## src/stt_pkg.sv

```systemverilog
// ----------------------------------------------------------------------------
// stt_pkg: shared types and constants of the source text tokenizer
// Payload structs, token kinds, the queue descriptor and the keyword table.
// ----------------------------------------------------------------------------
package stt_pkg;

  localparam int LINE_BITS   = 32;
  localparam int NUMBER_BITS = 63;
  localparam int QUEUE_DEPTH = 4;
  localparam int QPTR_BITS   = $clog2(QUEUE_DEPTH);

  localparam logic [LINE_BITS-1:0]   LINE_MAX = '1;
  localparam logic [NUMBER_BITS-1:0] NUM_MAX  = '1;

  // ASCII codes the classifier cares about
  localparam logic [7:0] CH_NEWLINE    = 8'h0A;
  localparam logic [7:0] CH_SPACE      = 8'h20;
  localparam logic [7:0] CH_QUOTE      = 8'h22;
  localparam logic [7:0] CH_LPAREN     = 8'h28;
  localparam logic [7:0] CH_RPAREN     = 8'h29;
  localparam logic [7:0] CH_STAR       = 8'h2A;
  localparam logic [7:0] CH_PLUS       = 8'h2B;
  localparam logic [7:0] CH_MINUS      = 8'h2D;
  localparam logic [7:0] CH_SLASH      = 8'h2F;
  localparam logic [7:0] CH_ZERO       = 8'h30;
  localparam logic [7:0] CH_SEVEN      = 8'h37;
  localparam logic [7:0] CH_NINE       = 8'h39;
  localparam logic [7:0] CH_SEMI       = 8'h3B;
  localparam logic [7:0] CH_EQUAL      = 8'h3D;
  localparam logic [7:0] CH_UNDERSCORE = 8'h5F;
  localparam logic [7:0] CH_LOWER_F    = 8'h66;
  localparam logic [7:0] CH_LOWER_T    = 8'h74;
  localparam logic [7:0] CH_LBRACE     = 8'h7B;
  localparam logic [7:0] CH_RBRACE     = 8'h7D;

  typedef enum logic [4:0] {
    KIND_UNKNOWN   = 5'd0,
    KIND_LINE      = 5'd1,
    KIND_STR_CHAR  = 5'd2,
    KIND_STR_END   = 5'd3,
    KIND_NAME_CHAR = 5'd4,
    KIND_NAME_END  = 5'd5,
    KIND_KW_FUNC   = 5'd6,
    KIND_KW_RETURN = 5'd7,
    KIND_NUMBER    = 5'd8,
    KIND_LPAREN    = 5'd9,
    KIND_RPAREN    = 5'd10,
    KIND_LBRACE    = 5'd11,
    KIND_RBRACE    = 5'd12,
    KIND_SPACE     = 5'd13,
    KIND_SEMI      = 5'd14,
    KIND_EQUAL     = 5'd15,
    KIND_PLUS      = 5'd16,
    KIND_MINUS     = 5'd17,
    KIND_STAR      = 5'd18,
    KIND_SLASH     = 5'd19
  } kind_t;

  typedef struct packed {
    logic [7:0] byte_value;
    logic       first_byte;
    logic       last_byte;
  } item_t;

  typedef struct packed {
    logic [4:0]  token_kind;
    logic [7:0]  char_value;
    logic [62:0] number_value;
    logic [31:0] line_number;
    logic        run_last;
    logic        stream_end;
  } token_t;

  // One optional single token inside a descriptor
  typedef struct packed {
    logic       valid;
    logic [4:0] kind;
    logic [7:0] ch;
  } slot_t;

  // Everything one byte produces, in emission order:
  // line-1 mark, held prefix, t1, t2, held prefix at close, t3
  typedef struct packed {
    logic                   first_mark;
    logic                   f1_sel;
    logic [3:0]             f1_cnt;
    slot_t                  t1;
    slot_t                  t2;
    logic                   f2_sel;
    logic [3:0]             f2_cnt;
    slot_t                  t3;
    logic [NUMBER_BITS-1:0] number;
    logic [31:0]            line;
    logic                   last;
  } desc_t;

  function automatic slot_t make_slot(input kind_t kind, input logic [7:0] ch);
    slot_t s;
    s.valid = 1'b1;
    s.kind  = kind;
    s.ch    = ch;
    return s;
  endfunction

  // sel 0: "functie", sel 1: "teruggave"
  function automatic logic [3:0] kw_len(input logic sel);
    return sel ? 4'd9 : 4'd7;
  endfunction

  function automatic logic [7:0] kw_char(input logic sel, input logic [3:0] pos);
    logic [7:0] ch;
    ch = 8'h00;
    if (!sel) begin
      case (pos)
        4'd0: ch = "f";
        4'd1: ch = "u";
        4'd2: ch = "n";
        4'd3: ch = "c";
        4'd4: ch = "t";
        4'd5: ch = "i";
        4'd6: ch = "e";
        default: ch = 8'h00;
      endcase
    end else begin
      case (pos)
        4'd0: ch = "t";
        4'd1: ch = "e";
        4'd2: ch = "r";
        4'd3: ch = "u";
        4'd4: ch = "g";
        4'd5: ch = "g";
        4'd6: ch = "a";
        4'd7: ch = "v";
        4'd8: ch = "e";
        default: ch = 8'h00;
      endcase
    end
    return ch;
  endfunction

  function automatic logic is_alpha(input logic [7:0] c);
    return c inside {[8'h61:8'h7A], [8'h41:8'h5A]};
  endfunction

  function automatic logic is_digit(input logic [7:0] c);
    return c inside {[CH_ZERO:CH_NINE]};
  endfunction

  function automatic logic is_hex(input logic [7:0] c);
    return is_digit(c) || (c inside {[8'h61:8'h66], [8'h41:8'h46]});
  endfunction

  function automatic logic is_name_char(input logic [7:0] c);
    return is_alpha(c) || is_digit(c) || c == CH_MINUS || c == CH_UNDERSCORE;
  endfunction

endpackage

```

## src/stt_front.sv

```systemverilog
// ----------------------------------------------------------------------------
// stt_front: byte classifier and scan state
// Takes one byte per transfer, updates the scan state and builds the
// descriptor of the tokens that byte causes.
// ----------------------------------------------------------------------------
module stt_front import stt_pkg::*; (
  input  logic  clk,
  input  logic  rst,
  input  logic  take,
  input  item_t item,
  output desc_t desc,
  output logic  has_tokens
);

  typedef enum logic [1:0] {
    MODE_IDLE   = 2'd0,
    MODE_STRING = 2'd1,
    MODE_NAME   = 2'd2,
    MODE_NUMBER = 2'd3
  } mode_t;

  typedef enum logic [1:0] {
    CAND_NONE = 2'd0,
    CAND_FUNC = 2'd1,
    CAND_RET  = 2'd2
  } cand_t;

  mode_t                  mode, mode_next;
  cand_t                  cand, cand_next;
  logic [3:0]             held, held_next;
  logic [LINE_BITS-1:0]   line_count, line_next;
  logic [NUMBER_BITS-1:0] acc, acc_next;
  logic                   octal, octal_next;
  logic                   stopped, stopped_next;

  logic [7:0]             c;
  logic                   do_dispatch;
  logic                   sel_now;
  logic                   sel_close;
  logic [NUMBER_BITS+3:0] acc_wide;
  logic [NUMBER_BITS+3:0] acc_times2;
  logic [NUMBER_BITS+3:0] acc_prod;
  logic [NUMBER_BITS-1:0] acc_sat;
  logic [LINE_BITS+31:0]  line_wide;

  assign c = item.byte_value;

  // acc * base + digit, saturating
  assign acc_wide   = {4'b0, acc};
  assign acc_times2 = octal ? '0 : (acc_wide << 1);
  assign acc_prod   = (acc_wide << 3) + acc_times2 + (NUMBER_BITS + 4)'(c[3:0]);
  assign acc_sat    = (acc_prod > {4'b0, NUM_MAX}) ? NUM_MAX : acc_prod[NUMBER_BITS-1:0];

  assign sel_now = (cand == CAND_RET);

  always_comb begin
    mode_next    = mode;
    cand_next    = cand;
    held_next    = held;
    line_next    = line_count;
    acc_next     = acc;
    octal_next   = octal;
    stopped_next = stopped;
    do_dispatch  = 1'b0;
    sel_close    = 1'b0;
    line_wide    = '0;
    desc         = '0;
    desc.first_mark = item.first_byte;
    desc.last       = item.last_byte;

    if (item.first_byte) begin
      mode_next    = MODE_IDLE;
      cand_next    = CAND_NONE;
      held_next    = '0;
      line_next    = LINE_BITS'(1);
      acc_next     = '0;
      octal_next   = 1'b0;
      stopped_next = 1'b0;
    end

    case (mode_next)
      MODE_STRING: begin
        if (c == CH_QUOTE) begin
          desc.t1   = make_slot(KIND_STR_END, 8'h00);
          mode_next = MODE_IDLE;
        end else begin
          desc.t1 = make_slot(KIND_STR_CHAR, c);
        end
      end
      MODE_NAME: begin
        if (is_name_char(c)) begin
          if (cand != CAND_NONE && held < kw_len(sel_now) && c == kw_char(sel_now, held)) begin
            held_next = held + 4'd1;
          end else begin
            if (cand != CAND_NONE) begin
              desc.f1_sel = sel_now;
              desc.f1_cnt = held;
            end
            cand_next = CAND_NONE;
            held_next = '0;
            desc.t1   = make_slot(KIND_NAME_CHAR, c);
          end
        end else begin
          if (cand != CAND_NONE && held == kw_len(sel_now)) begin
            desc.t1 = make_slot(sel_now ? KIND_KW_RETURN : KIND_KW_FUNC, 8'h00);
          end else begin
            if (cand != CAND_NONE) begin
              desc.f1_sel = sel_now;
              desc.f1_cnt = held;
            end
            desc.t1 = make_slot(KIND_NAME_END, 8'h00);
          end
          cand_next   = CAND_NONE;
          held_next   = '0;
          mode_next   = MODE_IDLE;
          do_dispatch = 1'b1;
        end
      end
      MODE_NUMBER: begin
        if (is_hex(c)) begin
          if (!stopped) begin
            if (!is_digit(c) || (octal && c > CH_SEVEN)) begin
              stopped_next = 1'b1;
            end else begin
              acc_next = acc_sat;
            end
          end
        end else begin
          desc.t1      = make_slot(KIND_NUMBER, 8'h00);
          desc.number  = acc;
          acc_next     = '0;
          octal_next   = 1'b0;
          stopped_next = 1'b0;
          mode_next    = MODE_IDLE;
          do_dispatch  = 1'b1;
        end
      end
      default: begin
        do_dispatch = 1'b1;
      end
    endcase

    if (do_dispatch) begin
      case (c)
        CH_QUOTE:    mode_next = MODE_STRING;
        CH_LPAREN:   desc.t2 = make_slot(KIND_LPAREN, 8'h00);
        CH_RPAREN:   desc.t2 = make_slot(KIND_RPAREN, 8'h00);
        CH_LBRACE:   desc.t2 = make_slot(KIND_LBRACE, 8'h00);
        CH_RBRACE:   desc.t2 = make_slot(KIND_RBRACE, 8'h00);
        CH_SPACE:    desc.t2 = make_slot(KIND_SPACE, 8'h00);
        CH_SEMI:     desc.t2 = make_slot(KIND_SEMI, 8'h00);
        CH_EQUAL:    desc.t2 = make_slot(KIND_EQUAL, 8'h00);
        CH_PLUS:     desc.t2 = make_slot(KIND_PLUS, 8'h00);
        CH_MINUS:    desc.t2 = make_slot(KIND_MINUS, 8'h00);
        CH_STAR:     desc.t2 = make_slot(KIND_STAR, 8'h00);
        CH_SLASH:    desc.t2 = make_slot(KIND_SLASH, 8'h00);
        CH_NEWLINE: begin
          if (line_next != LINE_MAX) begin
            line_next = line_next + LINE_BITS'(1);
          end
          line_wide = {32'b0, line_next};
          desc.line = line_wide[31:0];
          desc.t2   = make_slot(KIND_LINE, 8'h00);
        end
        default: begin
          if (is_alpha(c)) begin
            mode_next = MODE_NAME;
            // a keyword's first letter always matches, so hold it
            if (c == CH_LOWER_F) begin
              cand_next = CAND_FUNC;
              held_next = 4'd1;
            end else if (c == CH_LOWER_T) begin
              cand_next = CAND_RET;
              held_next = 4'd1;
            end else begin
              cand_next = CAND_NONE;
              held_next = '0;
              desc.t2   = make_slot(KIND_NAME_CHAR, c);
            end
          end else if (is_digit(c)) begin
            mode_next    = MODE_NUMBER;
            octal_next   = (c == CH_ZERO);
            acc_next     = NUMBER_BITS'(c[3:0]);
            stopped_next = 1'b0;
          end else begin
            desc.t2 = make_slot(KIND_UNKNOWN, 8'h00);
          end
        end
      endcase
    end

    // close whatever is still open at the end of the buffer
    if (item.last_byte) begin
      case (mode_next)
        MODE_STRING: begin
          desc.t3   = make_slot(KIND_STR_END, 8'h00);
          mode_next = MODE_IDLE;
        end
        MODE_NAME: begin
          sel_close = (cand_next == CAND_RET);
          if (cand_next != CAND_NONE && held_next == kw_len(sel_close)) begin
            desc.t3 = make_slot(sel_close ? KIND_KW_RETURN : KIND_KW_FUNC, 8'h00);
          end else begin
            if (cand_next != CAND_NONE) begin
              desc.f2_sel = sel_close;
              desc.f2_cnt = held_next;
            end
            desc.t3 = make_slot(KIND_NAME_END, 8'h00);
          end
          cand_next = CAND_NONE;
          held_next = '0;
          mode_next = MODE_IDLE;
        end
        MODE_NUMBER: begin
          desc.t3      = make_slot(KIND_NUMBER, 8'h00);
          desc.number  = acc_next;
          acc_next     = '0;
          octal_next   = 1'b0;
          stopped_next = 1'b0;
          mode_next    = MODE_IDLE;
        end
        default: begin
          mode_next = MODE_IDLE;
        end
      endcase
    end
  end

  assign has_tokens = desc.first_mark || desc.f1_cnt != 4'd0 || desc.t1.valid
                   || desc.t2.valid || desc.f2_cnt != 4'd0 || desc.t3.valid;

  always_ff @(posedge clk) begin
    if (rst) begin
      mode       <= MODE_IDLE;
      cand       <= CAND_NONE;
      held       <= '0;
      line_count <= LINE_BITS'(1);
      acc        <= '0;
      octal      <= 1'b0;
      stopped    <= 1'b0;
    end else if (take) begin
      mode       <= mode_next;
      cand       <= cand_next;
      held       <= held_next;
      line_count <= line_next;
      acc        <= acc_next;
      octal      <= octal_next;
      stopped    <= stopped_next;
    end
  end

endmodule

```

## src/stt_queue.sv

```systemverilog
// ----------------------------------------------------------------------------
// stt_queue: descriptor queue
// Short first-in first-out buffer between the classifier and the sequencer.
// ----------------------------------------------------------------------------
module stt_queue import stt_pkg::*; (
  input  logic  clk,
  input  logic  rst,
  input  logic  wr_en,
  input  desc_t wr_data,
  input  logic  rd_en,
  output desc_t rd_data,
  output logic  full,
  output logic  empty
);

  desc_t                entries [QUEUE_DEPTH];
  logic [QPTR_BITS-1:0] wr_ptr;
  logic [QPTR_BITS-1:0] rd_ptr;
  logic [QPTR_BITS:0]   count;

  assign rd_data = entries[rd_ptr];
  assign full    = (count == (QPTR_BITS + 1)'(QUEUE_DEPTH));
  assign empty   = (count == '0);

  always_ff @(posedge clk) begin
    if (rst) begin
      wr_ptr <= '0;
      rd_ptr <= '0;
      count  <= '0;
    end else begin
      if (wr_en) begin
        entries[wr_ptr] <= wr_data;
        wr_ptr <= (wr_ptr == QPTR_BITS'(QUEUE_DEPTH - 1)) ? '0 : wr_ptr + 1'b1;
      end
      if (rd_en) begin
        rd_ptr <= (rd_ptr == QPTR_BITS'(QUEUE_DEPTH - 1)) ? '0 : rd_ptr + 1'b1;
      end
      if (wr_en && !rd_en) begin
        count <= count + 1'b1;
      end else if (rd_en && !wr_en) begin
        count <= count - 1'b1;
      end
    end
  end

endmodule

```

## src/stt_back.sv

```systemverilog
// ----------------------------------------------------------------------------
// stt_back: token sequencer
// Walks the head descriptor one token per cycle into the output register while it is empty or popped.
// ----------------------------------------------------------------------------
module stt_back import stt_pkg::*; (
  input  logic   clk,
  input  logic   rst,
  input  desc_t  head,
  input  logic   head_empty,
  output logic   head_pop,
  input  logic   pop,
  output logic   empty,
  output token_t token
);

  localparam int PHASES = 6;

  typedef enum logic [2:0] {
    PH_LINE1  = 3'd0,
    PH_FLUSH1 = 3'd1,
    PH_TOK1   = 3'd2,
    PH_TOK2   = 3'd3,
    PH_FLUSH2 = 3'd4,
    PH_TOK3   = 3'd5
  } phase_t;

  phase_t            phase;
  phase_t            cur;
  logic [3:0]        pos;
  logic [PHASES-1:0] mask;
  logic              later;
  logic              in_flush;
  logic [3:0]        flush_cnt;
  logic              flush_sel;
  logic              step_done;
  logic              final_tok;
  logic              advance;
  logic              out_valid;
  slot_t             slot;
  logic [NUMBER_BITS+62:0] num_wide;
  token_t            token_next;

  assign mask = {head.t3.valid, head.f2_cnt != 4'd0, head.t2.valid,
                 head.t1.valid, head.f1_cnt != 4'd0, head.first_mark};

  // first part at or after the current phase that has something to send
  always_comb begin
    cur   = PH_TOK3;
    later = 1'b0;
    for (int i = PHASES - 1; i >= 0; i--) begin
      if (mask[i] && 3'(i) >= phase) cur = phase_t'(3'(i));
    end
    for (int i = 0; i < PHASES; i++) begin
      if (mask[i] && 3'(i) > cur) later = 1'b1;
    end
  end

  assign in_flush  = (cur == PH_FLUSH1) || (cur == PH_FLUSH2);
  assign flush_cnt = (cur == PH_FLUSH1) ? head.f1_cnt : head.f2_cnt;
  assign flush_sel = (cur == PH_FLUSH1) ? head.f1_sel : head.f2_sel;
  assign step_done = !in_flush || (pos == flush_cnt - 4'd1);
  assign final_tok = step_done && !later;
  assign advance   = !head_empty && (!out_valid || pop);
  assign head_pop  = advance && final_tok;
  assign num_wide  = {63'b0, head.number};

  always_comb begin
    case (cur)
      PH_TOK1: slot = head.t1;
      PH_TOK2: slot = head.t2;
      default: slot = head.t3;
    endcase
    token_next = '0;
    case (cur)
      PH_LINE1: begin
        token_next.token_kind  = KIND_LINE;
        token_next.line_number = 32'd1;
      end
      PH_FLUSH1, PH_FLUSH2: begin
        token_next.token_kind = KIND_NAME_CHAR;
        token_next.char_value = kw_char(flush_sel, pos);
      end
      default: begin
        token_next.token_kind = slot.kind;
        token_next.char_value = slot.ch;
        if (slot.kind == KIND_NUMBER) token_next.number_value = num_wide[62:0];
        if (slot.kind == KIND_LINE) token_next.line_number = head.line;
      end
    endcase
    token_next.run_last   = final_tok;
    token_next.stream_end = final_tok && head.last;
  end

  always_ff @(posedge clk) begin
    if (rst) begin
      out_valid <= 1'b0;
      phase     <= PH_LINE1;
      pos       <= '0;
    end else begin
      if (advance) begin
        out_valid <= 1'b1;
        token     <= token_next;
        if (!step_done) begin
          pos <= pos + 4'd1;
        end else if (final_tok) begin
          phase <= PH_LINE1;
          pos   <= '0;
        end else begin
          phase <= phase_t'(3'(cur) + 3'd1);
          pos   <= '0;
        end
      end else if (pop) begin
        out_valid <= 1'b0;
      end
    end
  end

  assign empty = !out_valid;

endmodule

```

## src/source_text_tokenizer_top.sv

```systemverilog
// ----------------------------------------------------------------------------
// source_text_tokenizer_top: byte-serial source tokenizer
// Classifier front, descriptor queue and token sequencer back.
// ----------------------------------------------------------------------------
// A source byte is taken whenever the four-entry descriptor queue has
// room; the classifier updates the scan state (string, name, number, line
// count) in that same cycle. Tokens leave the sequencer at one per cycle
// while the output register is empty or popped. Most bytes yield one
// token, a byte yields up to eleven when a held keyword prefix is replayed,
// and none when it only advances the scan state. Sustained rate is set
// by the token count through that single sequencer; the queue absorbs the
// bursts. No clearing pass is needed after reset.
module source_text_tokenizer_top import stt_pkg::*; (
  input  logic   clk,
  input  logic   rst,
  input  logic   push,
  output logic   full,
  input  item_t  item,
  output logic   empty,
  input  logic   pop,
  output token_t token
);

  desc_t front_desc;
  logic  front_has;
  logic  take;
  desc_t head;
  logic  head_empty;
  logic  head_pop;

  assign take = push && !full;

  stt_front u_front (
    .clk        (clk),
    .rst        (rst),
    .take       (take),
    .item       (item),
    .desc       (front_desc),
    .has_tokens (front_has)
  );

  // bytes with no tokens leave only their state change behind
  stt_queue u_queue (
    .clk     (clk),
    .rst     (rst),
    .wr_en   (take && front_has),
    .wr_data (front_desc),
    .rd_en   (head_pop),
    .rd_data (head),
    .full    (full),
    .empty   (head_empty)
  );

  stt_back u_back (
    .clk        (clk),
    .rst        (rst),
    .head       (head),
    .head_empty (head_empty),
    .head_pop   (head_pop),
    .pop        (pop),
    .empty      (empty),
    .token      (token)
  );

endmodule
```

## config.mk

```make
export PLATFORM = sky130hd
export DESIGN_NAME = source_text_tokenizer_top
export DESIGN_NICKNAME = d
export VERILOG_FILES = /design/src/stt_pkg.sv /design/src/stt_front.sv /design/src/stt_queue.sv /design/src/stt_back.sv /design/src/source_text_tokenizer_top.sv
export SDC_FILE = /design/constraint.sdc
export NUM_CORES = 1
export LEC_CHECK = 0
export ABC_AREA = 1
export BUFFER_PORTS_ARGS = -buffer_cell sky130_fd_sc_hd__clkbuf_2
export CORE_MARGIN = 2
export CORE_UTILIZATION = 55
export CTS_BUF_LIST = sky130_fd_sc_hd__clkbuf_16
export DETAILED_ROUTE_END_ITERATION = 8
export GPL_ROUTABILITY_DRIVEN = 0
export GPL_TIMING_DRIVEN = 1
export PLACE_DENSITY_LB_ADDON = 0.15
export SYNTH_ARGS = -nofsm -noshare
export SYNTH_HDL_FRONTEND = slang
export SYNTH_HIERARCHICAL = 1
export SYNTH_SLANG_ARGS = --single-unit
```

## constraint.sdc

```tcl
create_clock -name clk -period 10.7 [get_ports clk]
set_input_delay 0.535 -clock clk [delete_from_list [all_inputs] [get_ports clk]]
set_output_delay 0.535 -clock clk [all_outputs]
set_load 0.03 [all_outputs]
```

* Yosys cells after proc, flatten, opt, wreduce, memory -nomap -nowiden
Memories as Yosys holds them, arrays and structs flattened. A register that Yosys moved wholly into a read port is not among the register bits. Index checks and enable logic that the tools add are counted.
Storage, ports and cells: flip-flop bits (word level) 230, memory bits (writable) 596, ROM bits 192, output and inout port bits 112, memories 3
Operators by class: $add $sub $neg 11, order comparisons 22, equality and inequality tests 51, muxes and demuxes 143, bitwise logic cells 2, reductions and logical operators 70
Memory list:
- u_queue.entries | depth 4, width 149, read ports 1, clocked after memory_dff 1, wr ports 1, RTL line stt_queue.sv:16 | desc_t entries [QUEUE_DEPTH];
- (no name shown) | depth 16, width 6, read ports 1, clocked after memory_dff 1, wr ports 0, RTL line stt_pkg.sv:125 | case (pos)
- (no name shown) | depth 16, width 6, read ports 1, clocked after memory_dff 1, wr ports 0, RTL line stt_pkg.sv:125
Operators with widths (number):
- $mux 63 | 15
- $mux 32 | 7
- $pmux 14 s13 | 1
- $pmux 7 s7 | 2
- $eq 8x6->1 const B | 11
- $mux 14 | 6
- $pmux 14 s3 | 2
- $mux 82 | 1
- $mux 4 | 18
- $add 66x67->67 | 1
- $add 67x4->67 | 1
- $gt 67x63->1 const B | 1
- $mux 64 | 1
- $pmux 32 s2 | 1
- $mux 2 | 23
- $eq 8x7->1 const B | 5
- $mux 1 | 38
- $mux 19 | 2
- $add 32x1->32 const B | 1
- $le 8x7->1 const B | 4
- $mux 8 | 4
- $ne 32x32->1 const B | 1
- $mux 5 | 6
- $logic_and 1x1->1 | 29
- 50 further kinds | 118

* Depth between registers and ports, before layout
depth in word-level cells 31, depth in mapped cells 32

* Hierarchy
The synthesis kept the hierarchy.
Modules (own cells, without submodules):
- stt_queue | times used 1, cells each 1500, area an instance 22530.4 um^2, sequential area each 18077.3 um^2
- stt_front | times used 1, cells each 2943, area an instance 16604.7 um^2, sequential area each 2202.1 um^2
- stt_back | times used 1, cells each 597, area an instance 5815.6 um^2, sequential area each 3563.4 um^2
- source_text_tokenizer_top | times used 1, cells each 5, area an instance 23.8 um^2, sequential area each 0.0 um^2

* Worst setup path after synthesis
No wires, ideal clock.
path type input to register, start point input port item[4] (netlist bit), end point memory u_queue/entries[0][0] (netlist bit), enable pin, library setup time 659 ps, arrival 8622 ps, data required time 10041 ps, path slack 1419 ps, stages 21, cells stage by stage buf_2 -> inv_2 -> nand2_1 -> inv_1 -> nand2_1 -> nor2_1 -> nor2_1 -> nor2_1 -> nor2_1 -> nand2_1 -> nor2_2 -> nand3_2 -> nand3_2 -> nor2_1 -> nor2_1 -> inv_1 -> nand2_1 -> inv_1 -> nor2_2 -> nand2_1 -> nor2_1
RTL lines:
- from (decl) | RTL line source_text_tokenizer_top.sv:18 | input item_t item,
- to (decl) | RTL line stt_queue.sv:16

==> impl_metrics.toml <==
[run_status]
run_status = "completed"

[sta]
worst_slew_pin_slew_ps = 1115
finalHoldViolCount = 0
fin_setup_tns_ps = 0
rsz0062_at_grt = "false"
max_clock_freq_mhz = 173.1
timing.max_slew.rel_slack_pct = 25.67
min_period_over_period_pct = 53.99
setup_viol = 0
finClkSkew_ps = 28.68
finalWorstPathRequiredPeriod_ps = 5777
final-max-slew-violation-count = 0

[critical_path]
cp_max_fo = 79
cp_capture_type = "register"
critPathKind = "register to register"
cp-start-kind = "register"
worst_ep_arrival_time_ps = 6370
cp_data_required_time_ps = 11290

[logic_synthesis]
postSynthCellCount = 5045
synth_fa_ha_area_share_pct = 4.223
seq_area_frac_synth_pct = 53.01
synth_compound_gate_area_share_pct = 13.43
yosys.area_share.simple_pct = 20.72
syn-cell-area_sq_mm = 0.04497
synth_seq_cells = 838
synth.distinct_cells = 69
yosys-mux-area-fraction_pct = 0
synth_top_family_by_area = "simple AND/OR/NAND/NOR gates"
ys_warn_count = 6
syn-mean-instance-area_sq_um = 8.915
synthXorXnorAreaFrac_pct = 0.8958

[grt]
grt_pass1_wl_um = 185300
grt-ovfl-total = 0
first_global_vias = 34110
grt_util_all_layers_pct = 27.24
antenna_found_initial = 3
grt_start_max_net_pins = 156

[pwr]
vdd_drop_max_v = 0.0001421
pwr-share-clk_pct = 36.3
total_switching_power_uw = 2185
p_comb_share_pct = 14.5
seqPwrFrac_pct = 49.2
swShare_pct = 28.00
intPower_uw = 5619
p_leak_uw = 0.01863
power_density_mw_per_mm2 = 160.8
p_total_uw = 7804

[routing]
drc = 0
initialDrtViolationCount = 3103
via_count = 35630
detail_route.vias_per_cell = 5.753
drt-total-wl_um = 116200
firstDrtPassIters = 7
detail_route.wl_per_cell_um = 18.76
postRouteAntennaNets = 0

[floorplan]
pin_count = 126
fp.dieArea_sq_mm = 0.08407
core_region_area_sq_mm = 0.08068
floorplan.initialDensity_pct = 55.75
die_width_um = 290.0
num_rows = 104
die_h_um = 290.0

[flow_run]
maxCapViolations = 0

[hold_path]
min-delay-path-class = "input port to register"

[clocking]
tritoncts.num_buffers = 89
cts_repair_resize_count = 0
clock_sinks = 838
clkTransAtPathRegs_ps = 60
later_pin_clock_latency_in_the_skew_report_ps = 660
cts_setup_buffers = 0
clock-root-buffer = "sky130_fd_sc_hd__clkbuf_16"
clock_tree.buffer_depth = 3
htreeDepth = 3
hold_buffers = 0
cts_tree = "done"

[cells_and_area]
final_layout_size_suffix_gt1_share_pct = 9.098
syn_to_final_growth_pct = 7.934
num-nets-final = 5224

[placed_design]
buffer_ports.inserted = 125
dp_hpwl_um = 75460
## routing by layer
layer	track usage, %	share of wire (%)	wire length (um)
met1	36.30	43	49870
met2	46.36	48	55710
met3	3.684	6.3	7311
met4	8.435	2.8	3271
met5	0	0.019	22
## cell type report
class	count	area [sq um]
Antenna cell	1	2.502
Clock buffer	90	2252
Clock inverter	74	424.2
Fill cell	7089	32130
Inverter	534	2022
Multi-Input combinational cell	3436	17750
Sequential cell	838	23850
Tap cell	1060	1326
Timing Repair Buffer	161	913.4
## stage by stage
stage | hold WS [ps] | area (sq um) | utilization, % | setup slack [ps] | instances
2_1_floorplan | 445.3 | 45010 | - | 1419 | 5055
3_3_place_gp | 453.8 | 45860 | 56.85 | 4994 | 6029
3_5_place_dp | 456.2 | 45860 | 56.85 | 4887 | 6029
4_1_cts | 115.4 | 48540 | 60.17 | 4873 | 6193
5_1_grt | 143.0 | 48540 | 60.17 | 4355 | 6193
6_report | 139.7 | 48540 | 60.17 | 4923 | 6194
## registers in the layout, indices dropped and copies added, names as in the netlist, named ones only
signal / count
u_queue/wr_ptr: 2
u_back/out_valid: 1
u_front/stopped: 1
u_queue/entries: 596
u_front/cand: 2
u_queue/rd_ptr: 2
u_back/pos: 4
u_queue/count: 3
u_front/held: 4
u_front/mode: 2
u_front/line_count: 32
u_back/phase: 3
u_back/token: 110
u_front/acc: 63
u_front/octal: 1
## Yosys cell counts, drive strengths merged
cell	count	area [sq um]
a2111oi	1	8.760
a211oi	9	82.58
a21boi	7	52.55
a21o	9	67.56
a21oi	239	1260
a221oi	6	58.80
a31oi	9	62.56
a41oi	1	8.760
and2	2	12.52
and3	1	11.26
buf	137	1036
clkbuf	110	415.4
clkinv	2	7.510
conb	1	3.750
dfxtp	132	2643
edfxtp	706	21200
fa	3	60.06
ha	147	1839
inv	532	2007
nand2	813	3112
nand3	299	1799
nand3b	7	52.55
nand4	34	234.0
nor2	942	3677
nor3	55	295.3
nor3b	1	7.510
nor4	15	93.84
o211a	1	10.01
o211ai	11	82.58
o21a	74	555.5
o21ai	467	2341
o21bai	14	112.6
o221ai	6	52.55
o22ai	194	1220
o311a	1	10.01
o31ai	6	45.04
o32ai	1	8.760
or2	4	25.02
xnor2	9	78.83
xor2	37	324.1
## worst paths after layout
check                                   start                            end  slack (ps)  cells after the start
setup / recovery                     register  u_queue/count[2]$_SDFFE_PP0P_        4920                     23
hold / removal                            pop  u_back/out_valid$_SDFFE_PP0P_         140                      4
hold reg to reg   u_front/acc[0]$_SDFFE_PP0P_    u_front/acc[0]$_SDFFE_PP0P_         470                      2
setup reg to reg                     register  u_queue/count[2]$_SDFFE_PP0P_        4920                     23
## critical path: stages, from the launching register on
cell and delay, ps:
sky130_fd_sc_hd__dfxtp_4 830, sky130_fd_sc_hd__buf_4 750, sky130_fd_sc_hd__buf_4 730, sky130_fd_sc_hd__o21ai_0 220, sky130_fd_sc_hd__o22ai_1 290, sky130_fd_sc_hd__nand3_1 200
sky130_fd_sc_hd__o21ai_1 120, sky130_fd_sc_hd__nand3_1 130, sky130_fd_sc_hd__nand2_2 210, sky130_fd_sc_hd__ha_1 220, sky130_fd_sc_hd__inv_1 80, sky130_fd_sc_hd__o21ai_2 330
sky130_fd_sc_hd__nand2_1 140, sky130_fd_sc_hd__nand3_1 200, sky130_fd_sc_hd__nor2_1 70, sky130_fd_sc_hd__inv_1 110, sky130_fd_sc_hd__ha_1 180, sky130_fd_sc_hd__inv_1 70
sky130_fd_sc_hd__fa_1 390, sky130_fd_sc_hd__nand2_1 110, sky130_fd_sc_hd__nand3_1 80, sky130_fd_sc_hd__nand2_1 60, sky130_fd_sc_hd__inv_1 40, sky130_fd_sc_hd__nor2_1 80
## cells in the final DEF, fill, tap and decap left out, drive strengths merged, types with 4 or more instances in the layout
master  instances
o221ai          6
nand3b          7
nor3           55
a21boi          7
o31ai           6
xnor2           9
a221oi          6
o211ai         11
xor2           37
or2             4
o22ai         194
edfxtp        706
dfxtp         132
conb           11
ha            147
clkinv         44
a21oi         239
clkbuf        213
nand3         299
a21o            9
nand2         813
o21a           74
o21ai         467
a211oi          9
inv           560
buf            38
o21bai         14
a31oi           9
nor4           15
nor2          942
nand4          34
## power groups by stage
| stage | clock network, uW | registers [uW] | logic [uW] |
|---|---|---|---|
| floorplan | 0 | 4080 | 677 |
| finish | 2830 | 3840 | 1130 |
| global placement | 0 | 3900 | 1130 |
| detailed placement | 0 | 3910 | 1130 |
| global route | 3030 | 3850 | 1240 |
| CTS | 2900 | 3840 | 1140 |
## logic make-up (layout without fill, tap and decap cells)
kind of cell,after synthesis,count (layout)
and+or+nand+nor,2173,2173
AOI/OAI and AO/OA,1056,1056
DFF,838,838
buffers and inverters,781,859
adders and majority gates,150,150
xor gates and xnor gates,46,46
other,1,12
No activity file was read; power rests on OpenSTA's default activity.
